File: src/esau_pkg.sv
// Shared types and constants of the extended stochastic arithmetic unit.
// Holds the LFSR step function, operation codes and the sequencer state type.
// No dependencies.
package esau_pkg;

  localparam logic [15:0] LFSR_TAPS  = 16'hB400;
  localparam logic [15:0] SEED_RESET = 16'hACE1;

  // operation codes of the action field
  localparam logic ACT_MUL = 1'b0;
  localparam logic ACT_ADD = 1'b1;

  typedef enum logic [1:0] {
    ST_IDLE = 2'b01,
    ST_RUN  = 2'b10
  } state_e;

  // one step of the right-shifting Galois LFSR
  function automatic logic [15:0] lfsr_step(input logic [15:0] s);
    logic [15:0] n;
    n = {1'b0, s[15:1]};
    if (s[0]) begin
      n = n ^ LFSR_TAPS;
    end
    return n;
  endfunction

endpackage

File: src/extended_stochastic_arith_unit.sv
// Extended stochastic multiply / add unit, bit-serial over the stream positions.
// One stream position per cycle while running, held at the last position while the
// previous result sits unclaimed; a new item is taken only once the unit is back idle.
// The single LFSR steps four (multiply) or six (add) draws per stream position.
// Reset: asynchronous active low; the LFSR returns to 0xACE1, the unit goes idle
// and no result is held.  Depends on esau_pkg.
module extended_stochastic_arith_unit #(
  parameter int STREAM_LENGTH = 512,
  parameter int FRACTION_BITS = 6,
  parameter int INTEGER_BITS  = 2
) (
  input  logic              clk_i,
  input  logic              rst_ni,
  // configuration: LFSR seed
  input  logic              cfg_we_i,
  input  logic [15:0]       cfg_wdata_i,
  // input channel
  input  logic              in_valid_i,
  output logic              in_stall_o,
  input  logic              action_i,
  input  logic signed [8:0] operand_a_i,
  input  logic signed [8:0] operand_b_i,
  // output channel
  output logic              out_valid_o,
  input  logic              out_stall_i,
  output logic [9:0]        numerator_ones_o,
  output logic [9:0]        denominator_ones_o,
  output logic signed [9:0] result_value_o
);
  import esau_pkg::*;

  // draw width: F+I+1 bits of the LFSR, capped at the full 16-bit state
  localparam int DW = (FRACTION_BITS + INTEGER_BITS + 1 > 16) ? 16
                    : FRACTION_BITS + INTEGER_BITS + 1;
  // compare width: holds any draw and any signed threshold
  localparam int CW = (FRACTION_BITS + INTEGER_BITS + 2 > 17) ?
                      FRACTION_BITS + INTEGER_BITS + 2 : 17;
  localparam int PW = $clog2(STREAM_LENGTH);

  localparam logic [15:0]   DRAW_MASK = 16'((32'd1 << DW) - 32'd1);
  localparam logic [CW-1:0] OFFSET_C  = {{(CW-1){1'b0}}, 1'b1} << (FRACTION_BITS + INTEGER_BITS);
  localparam logic [CW-1:0] ONE_C     = {{(CW-1){1'b0}}, 1'b1} << FRACTION_BITS;
  localparam logic [CW-1:0] TY_C      = OFFSET_C + ONE_C;
  localparam logic [9:0]    OFFSET_10 = OFFSET_C[9:0];
  localparam logic [PW-1:0] LAST_POS  = PW'(STREAM_LENGTH - 1);

  state_e        state_q, state_d;
  logic [15:0]   lfsr_q, lfsr_d;
  logic [PW-1:0] pos_q, pos_d;
  logic [9:0]    num_q, num_d;
  logic [9:0]    den_q, den_d;
  logic          add_q;
  logic [CW-1:0] ta_q, tb_q;
  logic          out_valid_q, out_valid_d;
  logic [9:0]    out_num_q, out_den_q, out_res_q;

  logic          in_take, out_take, last, advance;
  logic [15:0]   s1, s2, s3, s4, s5, s6;
  logic          ax, ay, bx, by, rx, ry;
  logic [9:0]    num_next, den_next;

  // a new item is taken only while idle; a waiting result does not block it
  assign in_stall_o = (state_q != ST_IDLE);
  assign in_take    = in_valid_i && !in_stall_o;
  assign out_take   = out_valid_q && !out_stall_i;
  assign last       = (pos_q == LAST_POS);
  // hold the final position while the previous result still sits unclaimed
  assign advance    = (state_q == ST_RUN) && !(last && out_valid_q && out_stall_i);

  // draw chain for one stream position: aX, aY, bX, bY, select, parity
  always_comb begin
    s1 = lfsr_step(lfsr_q);
    s2 = lfsr_step(s1);
    s3 = lfsr_step(s2);
    s4 = lfsr_step(s3);
    s5 = lfsr_step(s4);
    s6 = lfsr_step(s5);
  end

  function automatic logic below(input logic [15:0] s, input logic [CW-1:0] thr);
    logic [CW-1:0] d;
    d = {{(CW-16){1'b0}}, s & DRAW_MASK};
    return $signed(d) < $signed(thr);
  endfunction

  always_comb begin
    ax = below(s1, ta_q);
    ay = below(s2, TY_C);
    bx = below(s3, tb_q);
    by = below(s4, TY_C);
    unique case (add_q)
      ACT_ADD: begin
        rx = s5[0] ? (ay == bx) : (ax == by);
        ry = ~(s6[0] ^ ay ^ by);
      end
      default: begin
        rx = (ax == bx);
        ry = (ay == by);
      end
    endcase
    num_next = num_q + {9'd0, rx};
    den_next = den_q + {9'd0, ry};
  end

  always_comb begin
    state_d     = state_q;
    lfsr_d      = lfsr_q;
    pos_d       = pos_q;
    num_d       = num_q;
    den_d       = den_q;
    out_valid_d = out_valid_q;
    if (out_take) begin
      out_valid_d = 1'b0;
    end
    unique case (state_q)
      ST_IDLE: begin
        if (in_take) begin
          state_d = ST_RUN;
          pos_d   = '0;
          num_d   = '0;
          den_d   = '0;
        end
      end
      ST_RUN: begin
        if (advance) begin
          // advance the LFSR by the draws this position used
          lfsr_d = (add_q == ACT_ADD) ? s6 : s4;
          num_d  = num_next;
          den_d  = den_next;
          pos_d  = pos_q + PW'(1);
          if (last) begin
            state_d     = ST_IDLE;
            out_valid_d = 1'b1;
          end
        end
      end
      default: state_d = ST_IDLE;
    endcase
    // the user must write the seed only while idle; the block itself does not enforce it
    if (cfg_we_i) begin
      lfsr_d = cfg_wdata_i;
    end
  end

  always_ff @(posedge clk_i or negedge rst_ni) begin
    if (!rst_ni) begin
      state_q     <= ST_IDLE;
      lfsr_q      <= SEED_RESET;
      pos_q       <= '0;
      num_q       <= '0;
      den_q       <= '0;
      out_valid_q <= 1'b0;
    end else begin
      state_q     <= state_d;
      lfsr_q      <= lfsr_d;
      pos_q       <= pos_d;
      num_q       <= num_d;
      den_q       <= den_d;
      out_valid_q <= out_valid_d;
    end
  end

  // operand thresholds: operand + 2^(F+I), sign-extended to the compare width
  always_ff @(posedge clk_i) begin
    if (in_take) begin
      add_q <= action_i;
      ta_q  <= {{(CW-9){operand_a_i[8]}}, operand_a_i} + OFFSET_C;
      tb_q  <= {{(CW-9){operand_b_i[8]}}, operand_b_i} + OFFSET_C;
    end
  end

  // result register: drop the counts in at the last position
  always_ff @(posedge clk_i) begin
    if (advance && last) begin
      out_num_q <= num_next;
      out_den_q <= den_next;
      out_res_q <= num_next - OFFSET_10;
    end
  end

  assign out_valid_o        = out_valid_q;
  assign numerator_ones_o   = out_num_q;
  assign denominator_ones_o = out_den_q;
  assign result_value_o     = $signed(out_res_q);

endmodule

File: config.mk
export PLATFORM = sky130hd
export DESIGN_NAME = extended_stochastic_arith_unit
export DESIGN_NICKNAME = d
export VERILOG_FILES = /design/src/esau_pkg.sv /design/src/extended_stochastic_arith_unit.sv
export SDC_FILE = /design/constraint.sdc
export NUM_CORES = 1
export LEC_CHECK = 0
export BUFFER_PORTS_ARGS = -buffer_cell sky130_fd_sc_hd__buf_4
export CORE_MARGIN = 2
export CORE_UTILIZATION = 40
export CTS_BUF_LIST = sky130_fd_sc_hd__clkbuf_4
export CTS_CLUSTER_DIAMETER = 60
export DETAILED_ROUTE_END_ITERATION = 10
export RECOVER_POWER = 50
export SLEW_MARGIN = 20
export SYNTH_ARGS = -nofsm -noshare
export SYNTH_HDL_FRONTEND = slang
export SYNTH_SLANG_ARGS = --single-unit
export TNS_END_PERCENT = 10
File: constraint.sdc
create_clock -name clk_i -period 4.7 [get_ports clk_i]
set_clock_uncertainty 0.05 [all_clocks]
set_input_delay 0.94 -clock clk_i [delete_from_list [all_inputs] [get_ports clk_i]]
set_output_delay 0.94 -clock clk_i [all_outputs]
set_load 0.05 [all_outputs]
==> flow_summary_export.csv, run 1 <==
group,metric,value,unit
synthesis,async_flop_share,53.93,%
worst_setup_path,worstPathCellList,"xor2_1 > ha_1 > a21oi_1 > o21ai_0 > a21oi_1 > nor3b_1 > nor4_1 > ha_1 > ha_1 > nand3_1 > nor2_1 > nand3_1 > xor2_1 > xor2_1",
die,rows,39,
worst_setup_path,criticalPathCategory,"flip-flop to flip-flop",
synthesis,postSynth.topFlopCell,"sky130_fd_sc_hd__edfxtp_1",
pwr,combinational_power_share,31.9,%
worst_setup_path,cp_data_required_time,4.85,ns
pwr,switching_power,0.0007897,W
die,initial_core_util,40.87,%
synthesis,post_synth.cell_area_avg,10.49,um^2
finish,final_design_area_no_fill,5250,um^2
pwr,vdd_ir_drop_max,0.1694,mV
place,hpwl,6.698,mm
pwr,swShare,37.22,%
clock_network,cts_hold_repair.buffers,0,
synthesis,postSynthCellCount,445,
clock_network,cts_tree,"built",
worst_setup_path,peak_per_stage_delay_on_the_critical_path,0.63,ns
worst_setup_path,path_delay_family,"simple AND/OR/NAND/NOR gates",
synthesis,synth-edff-count,41,
global_route,grt_pass1_wl,15.45,mm
synthesis,synth_cell_types,44,
clock_network,cts_max_level,3,
die,die-height,112.0,um
die,design.core.area,11420,um^2
worst_setup_path,cp_slowest_cell,"sky130_fd_sc_hd__dfstp_2",
clock_network,cts_num_sinks,89,
timing,tns,0,ns
worst_setup_path,buf_inv_on_cp,0,
pwr,standby_leakage_power,2.330,nW
clock_network,cts-root-to-sink-buffers,2,
pwr,clockPowerShare,18.4,%
synthesis,synth-seq-area-share,52.36,%
place,gpl.final_weighted_congestion,0.8090,
routing,route.final.wire_length,9.359,mm
worst_setup_path,worst-path-max-fanout,6,
clock_network,clk_pin_slew_worst_paths,0.16,ns
pwr,internal_power,0.001332,W
worst_setup_path,setup.reg_to_reg.worst_slack,0.77,ns
global_route,first_global_vias,3154,
clock_network,cts_repair_resize_count,0,
die,top_level_ports,72,
die,floorplan.die_area,12550,um^2
synthesis,synth.ff_latch_count,89,
timing,worstMarginPinSlew,2.711,ns
synthesis,post_synth_instance_area,4667,um^2
finish,design.final.nets,563,
global_route,overall_track_demand_over_capacity_in_global_routing,15.36,%
pwr,p_seq_share,49.7,%
clock_network,cts_buffers,9,
finish,layout_commonest_cell,"sky130_fd_sc_hd__nand2_1",
timing,setup_viol,0,
routing,avgViaCountPerCell,5.102,
finish,syn2layout_area_growth,12.49,%
global_route,grt_overflow,0,
clock_network,insertion_delay,0.45,ns
timing,max_slew_violation_count,49,
place,detailed_place.area,5244,um^2
hold_path,worst_hold_path_type,"flip-flop to flip-flop",
worst_setup_path,timing.critical_path.from_type,"flip-flop",
synthesis,synthesis.nets,507,
finish,fillCellCount,1118,
routing,drt-wirelength-per-cell,14.40,um
timing,report.final.hold_viol_count,0,
run_status,violations,"max-capacitance violations, max-slew violations",
worst_setup_path,end_kind,"flip-flop",
worst_setup_path,critical_path_arrival,4.08,ns
routing,drc,0,
routing,final_antenna_net_count,0,
clock_network,post-cts-setup-buffers,0,
flow_run,maxCapViolations,1,
timing,worst_case_headroom_to_the_max_slew_limit,-80.73,%
place,buffer_ports.inserted,71,
routing,drtPass1Iterations,5,
finish,layout-drive-gt1-share,14.03,%
global_route,grt_start_max_net_pins,49,
die,die_span_x,112.0,um
global_route,grt_antenna_before_repair,1,
routing,vias,3316,
timing,post-route-min-period,3.929,ns
routing,detailedRoute.firstIterationViolations,168,
timing,maxClockFrequency,254.5,MHz
clock_network,clockRootBuffer,"sky130_fd_sc_hd__clkbuf_4",
timing,grt_setup_unrepaired,"no",
finish,layout_common_cells,"57 x sky130_fd_sc_hd__nand2_1, 41 x sky130_fd_sc_hd__edfxtp_1, 39 x sky130_fd_sc_hd__dfrtp_1",
run_status,outcome,"finished with violations",
synthesis,yosysWarnings,0,
pwr,pwr_per_cell_area,404.1,nW/um^2
timing,final.period_utilization,83.61,%
-- sequential cells by signal (all words and copies together) (netlist names), 9 cells and up --
register            cells
ta_q                    9
denominator_ones_o     10
numerator_ones_o       10
num_q                  10
tb_q                    9
lfsr_q                 16
pos_q                   9
den_q                  10
-- through the flow --
| stage | utilization, % | setup slack [ns] | total power, W | hold WS, ns | instances |
|---|---|---|---|---|---|
| CTS | 46.98 | 0.7454 | 0.002145 | 0.4555 | 649 |
| detailed placement | 45.92 | 0.7612 | 0.001757 | 0.4522 | 633 |
| finish | 45.98 | 0.7705 | 0.002122 | 0.4661 | 650 |
| global placement | 45.92 | 0.9861 | 0.001740 | 0.4393 | 633 |
| global route | 45.98 | 0.4450 | 0.002270 | 0.4791 | 650 |
| floorplan | - | 1.289 | 0.001549 | 0.4189 | 445 |
-- worst reg2reg max path: stages, from the launching register on --
cell,delay (ns)
sky130_fd_sc_hd__dfstp_2,0.63
sky130_fd_sc_hd__xor2_1,0.29
sky130_fd_sc_hd__ha_1,0.32
sky130_fd_sc_hd__a21oi_1,0.14
sky130_fd_sc_hd__o21ai_0,0.09
sky130_fd_sc_hd__a21oi_1,0.30
sky130_fd_sc_hd__nor3b_1,0.09
sky130_fd_sc_hd__nor4_1,0.35
sky130_fd_sc_hd__ha_1,0.28
sky130_fd_sc_hd__ha_1,0.23
sky130_fd_sc_hd__nand3_1,0.13
sky130_fd_sc_hd__nor2_1,0.27
sky130_fd_sc_hd__nand3_1,0.13
sky130_fd_sc_hd__xor2_1,0.29
sky130_fd_sc_hd__xor2_1,0.11
-- synth_stat cells, types with 2 or more instances --
library cell	n	share of area [%]
sky130_fd_sc_hd__a211oi_1	5	0.80
sky130_fd_sc_hd__a21boi_0	3	0.48
sky130_fd_sc_hd__a21oi_1	22	2.4
sky130_fd_sc_hd__and3_1	3	0.40
sky130_fd_sc_hd__buf_2	8	0.86
sky130_fd_sc_hd__buf_4	11	1.8
sky130_fd_sc_hd__clkbuf_1	9	0.72
sky130_fd_sc_hd__dfrtp_1	39	21
sky130_fd_sc_hd__dfstp_2	9	5.1
sky130_fd_sc_hd__edfxtp_1	41	26
sky130_fd_sc_hd__ha_1	22	5.9
sky130_fd_sc_hd__inv_1	28	2.3
sky130_fd_sc_hd__mux2i_1	22	4.7
sky130_fd_sc_hd__nand2_1	58	4.7
sky130_fd_sc_hd__nand2b_1	3	0.40
sky130_fd_sc_hd__nand3_1	24	2.6
sky130_fd_sc_hd__nand4_1	3	0.40
sky130_fd_sc_hd__nor2_1	27	2.2
sky130_fd_sc_hd__nor2b_1	3	0.40
sky130_fd_sc_hd__nor3b_1	4	0.64
sky130_fd_sc_hd__o21ai_0	36	3.9
sky130_fd_sc_hd__o21ai_1	2	0.21
sky130_fd_sc_hd__o22ai_1	5	0.67
sky130_fd_sc_hd__o31ai_1	2	0.32
sky130_fd_sc_hd__xnor2_1	15	2.8
sky130_fd_sc_hd__xor2_1	23	4.3
-- cell families (layout without fill, tap and decap cells) --
logic type                 count (synthesis)  after routing  share of synthesized area, %
DFF                                       89             89                         52.36
and+or+nand+nor                          133            133                         13.24
buffers and inverters                     58            119                         5.764
AOI/OAI and AO/OA                         80             80                         9.545
xor gates and xnor gates                  41             41                         8.472
adders and majority gates                 22             22                         5.898
muxes                                     22             22                         4.718
other                                      0              1                             0
-- path summary, 6_finish.rpt --
check,endpoint,startpoint,depth (start not counted)
max in group asynchronous,lfsr_q[4],rst_ni,1
worst max register to register,result_value_o[9],lfsr_q[0],14
min in group asynchronous,pos_q[7],rst_ni,1
worst min register to register,den_q[9],den_q[9],1
worst min-delay path,den_q[9],den_q[9],1
worst max-delay path,result_value_o[9],lfsr_q[0],14
-- power groups by stage --
stage          clock network [W]  logic [W]  registers [W]
6_report                0.000390   0.000677        0.00105
5_1_grt                 0.000430   0.000769        0.00107
4_1_cts                 0.000401   0.000692        0.00105
3_5_place_dp                   0   0.000688        0.00107
3_3_place_gp                   0   0.000675        0.00106
2_1_floorplan                  0   0.000547        0.00100
-- per-layer routing --
layer	wire, um	share of wire (%)	up-vias	track usage [%]
li1	-	-	1644	-
met2	4545	49	56	25.33
met1	4411	47	1608	20.66
met5	0	0	-	0
met4	97	1.0	0	5.366
met3	305	3.3	8	2.646
-- final cells by class --
class | count | area (um^2) | area share (%)
antenna | 1 | 2.502 | 0.04766
clock buffer | 9 | 67.56 | 1.287
clock inverter | 7 | 52.55 | 1.001
inverter | 29 | 108.9 | 2.073
multi-input combinational | 298 | 1964 | 37.42
sequential | 89 | 2444 | 46.54
tap | 143 | 178.9 | 3.408
timing repair buffer | 74 | 431.7 | 8.222
No activity file was read; power rests on OpenSTA's default activity.
==> run 2: changes to the inputs <==
==> constraint.sdc (replaced) <==
create_clock -name clk_i -period 3.5 [get_ports clk_i]
set_clock_uncertainty 0.05 [all_clocks]
set_input_delay 0.7 -clock clk_i [delete_from_list [all_inputs] [get_ports clk_i]]
set_output_delay 0.7 -clock clk_i [all_outputs]
set_load 0.05 [all_outputs]
==> run 2 against run 1 <==
Cell area up 2.5%. Largest cell class unchanged. Sequential power up 30%. Core utilization up 1.2 points. Final cell count up 2.0%. First-iteration DRC count down 25%. Clock-buffer cell count up 1. Sequential share of layout area down 1.2 points. Maximum frequency up 20%. Via count down 0.12%. The run still ends with max-capacitance violations, max-slew violations left. Critical path depth unchanged. Setup slack worse by 0.56 ns.
==> flow_summary_export.csv, run 2 (synthesized netlist as in run 1, its figures left out) <==
group,metric,value,unit
run_status,outcome,"finished with violations",
run_status,violations,"max-capacitance violations, max-slew violations",
worst_setup_path,timing.critical_path.from_type,"flip-flop",
die,design.core.area,11420,um^2
routing,drtPass1Iterations,5,
global_route,grt_overflow,0,
worst_setup_path,worst-path-max-fanout,3,
finish,combined_area_of_the_multi_input_logic_cells,1982,um^2
global_route,grt_pass1_wl,15.50,mm
finish,post-route-util,47.15,%
clock_network,post-cts-setup-buffers,0,
timing,post-route-min-period,3.286,ns
timing,max_slew_violation_count,49,
pwr,standby_leakage_power,2.407,nW
clock_network,cts_tree,"built",
clock_network,cts_buffers,9,
clock_network,insertion_delay,0.45,ns
finish,layout-drive-gt1-share,17.15,%
place,buffer_ports.inserted,71,
clock_network,clockRootBuffer,"sky130_fd_sc_hd__clkbuf_4",
routing,final_antenna_net_count,0,
routing,route.final.wire_length,9.440,mm
worst_setup_path,end_kind,"flip-flop",
routing,vias,3312,
timing,maxClockFrequency,304.3,MHz
pwr,pwr_per_cell_area,542.2,nW/um^2
global_route,grt_antenna_before_repair,1,
finish,syn2layout_area_growth,15.36,%
routing,drc,0,
routing,detailedRoute.firstIterationViolations,126,
global_route,first_global_vias,3153,
finish,layout_commonest_cell,"sky130_fd_sc_hd__nand2_1",
die,rows,39,
clock_network,cts_num_sinks,89,
die,die-height,112.0,um
finish,fillCellCount,1149,
routing,avgViaCountPerCell,4.995,
finish,layout_common_cells,"58 x sky130_fd_sc_hd__nand2_1, 41 x sky130_fd_sc_hd__edfxtp_1, 39 x sky130_fd_sc_hd__dfrtp_1",
timing,report.final.hold_viol_count,0,
hold_path,worst_hold_path_type,"input pin to flip-flop",
timing,worstMarginPinSlew,2.636,ns
timing,tns,0,ns
place,gpl.final_weighted_congestion,0.7906,
finish,largest_register,"lfsr_q",
place,hpwl,6.824,mm
routing,drt-wirelength-per-cell,14.24,um
worst_setup_path,critical_path_arrival,3.44,ns
timing,worst_case_headroom_to_the_max_slew_limit,-75.71,%
die,initial_core_util,40.87,%
clock_network,cts-root-to-sink-buffers,2,
finish,largest_reg_flops,16,
flow_run,maxCapViolations,1,
finish,ff_latch_area,2444,um^2
pwr,vdd_ir_drop_max,0.2182,mV
clock_network,cts_max_level,3,
die,floorplan.die_area,12550,um^2
global_route,grt_start_max_net_pins,49,
worst_setup_path,criticalPathCategory,"flip-flop to flip-flop",
worst_setup_path,cp_data_required_time,3.66,ns
timing,final.period_utilization,93.89,%
die,top_level_ports,72,
finish,design.final.nets,576,
clock_network,clk_pin_slew_worst_paths,0.14,ns
timing,setup_viol,0,
worst_setup_path,setup.reg_to_reg.worst_slack,0.21,ns
global_route,overall_track_demand_over_capacity_in_global_routing,15.53,%
die,die_span_x,112.0,um
[run 2: cell count changes in the layout (fill, tap and decap cells not counted), sizes merged]
cell  change
inv       -1
buf      +14
[run 2: worst max-delay path, cell delays in order, from the launching register on]
cell	delay [ns]
sky130_fd_sc_hd__dfstp_2	0.59
sky130_fd_sc_hd__xor2_2	0.14
sky130_fd_sc_hd__ha_1	0.27
sky130_fd_sc_hd__a21oi_1	0.15
sky130_fd_sc_hd__o21ai_0	0.11
sky130_fd_sc_hd__a21oi_2	0.21
sky130_fd_sc_hd__nor3b_1	0.08
sky130_fd_sc_hd__nor4_1	0.30
sky130_fd_sc_hd__ha_1	0.23
sky130_fd_sc_hd__buf_4	0.12
sky130_fd_sc_hd__nand4_2	0.11
sky130_fd_sc_hd__nor3_4	0.21
sky130_fd_sc_hd__nand3_2	0.14
sky130_fd_sc_hd__xnor2_2	0.17
sky130_fd_sc_hd__xor2_1	0.16
[run 2: final cells by class]
type / instances / share of cell area (%)
sequential: 89 / 45.39
multi-input combinational: 298 / 36.81
timing repair buffer: 87 / 10.06
tap: 143 / 3.323
inverter: 29 / 2.022
clock buffer: 10 / 1.394
clock inverter: 6 / 0.9528
antenna: 1 / 0.04648
[run 2: path summary, 6_finish.rpt]
path,start,to,cells past startpoint
max in group asynchronous,rst_ni,lfsr_q[4],1
worst max-delay path,lfsr_q[11],result_value_o[9],14
worst max register to register,lfsr_q[11],result_value_o[9],14
worst min register to register,den_q[9],den_q[9],1
worst min-delay path,action_i,add_q,1
min in group asynchronous,rst_ni,state_q[1],1
[run 2: power breakdown]
group          internal, W  total [W]  switching, W
combinational     0.000422    0.00103      0.000604
clock             0.000162   0.000523      0.000360
sequential         0.00126    0.00137      0.000111
total              0.00184    0.00292       0.00107
[run 2: timing repair]
action / 4_1_cts / 5_1_grt
endpoints found under the setup margin: 0 / 4
hold buffers: 0 / 0
gates resized for setup: 0 / 5
[run 2: per-layer routing]
metal | part of all wire [%] | wire length [um] | vias up | GRT usage, %
met1 | 48 | 4500 | 1574 | 21.16
met4 | 1.6 | 148 | 0 | 6.098
met5 | 0 | 0 | - | 0
met2 | 47 | 4431 | 58 | 24.73
met3 | 3.8 | 359 | 13 | 3.024
li1 | - | - | 1667 | -
[run 2: metrics by stage]
step	hold WS [ns]	setup slack, ns	instances	instance area [um^2]	power, W
finish	0.3880	0.2137	663	5384	0.002919
global route	0.3272	-0.002126	663	5384	0.003133
CTS	0.1832	0.01866	662	5480	0.002944
detailed placement	0.4661	0.02729	646	5354	0.002410
global placement	0.4393	0.1507	646	5354	0.002384
floorplan	0.3544	0.08947	445	4667	0.002081
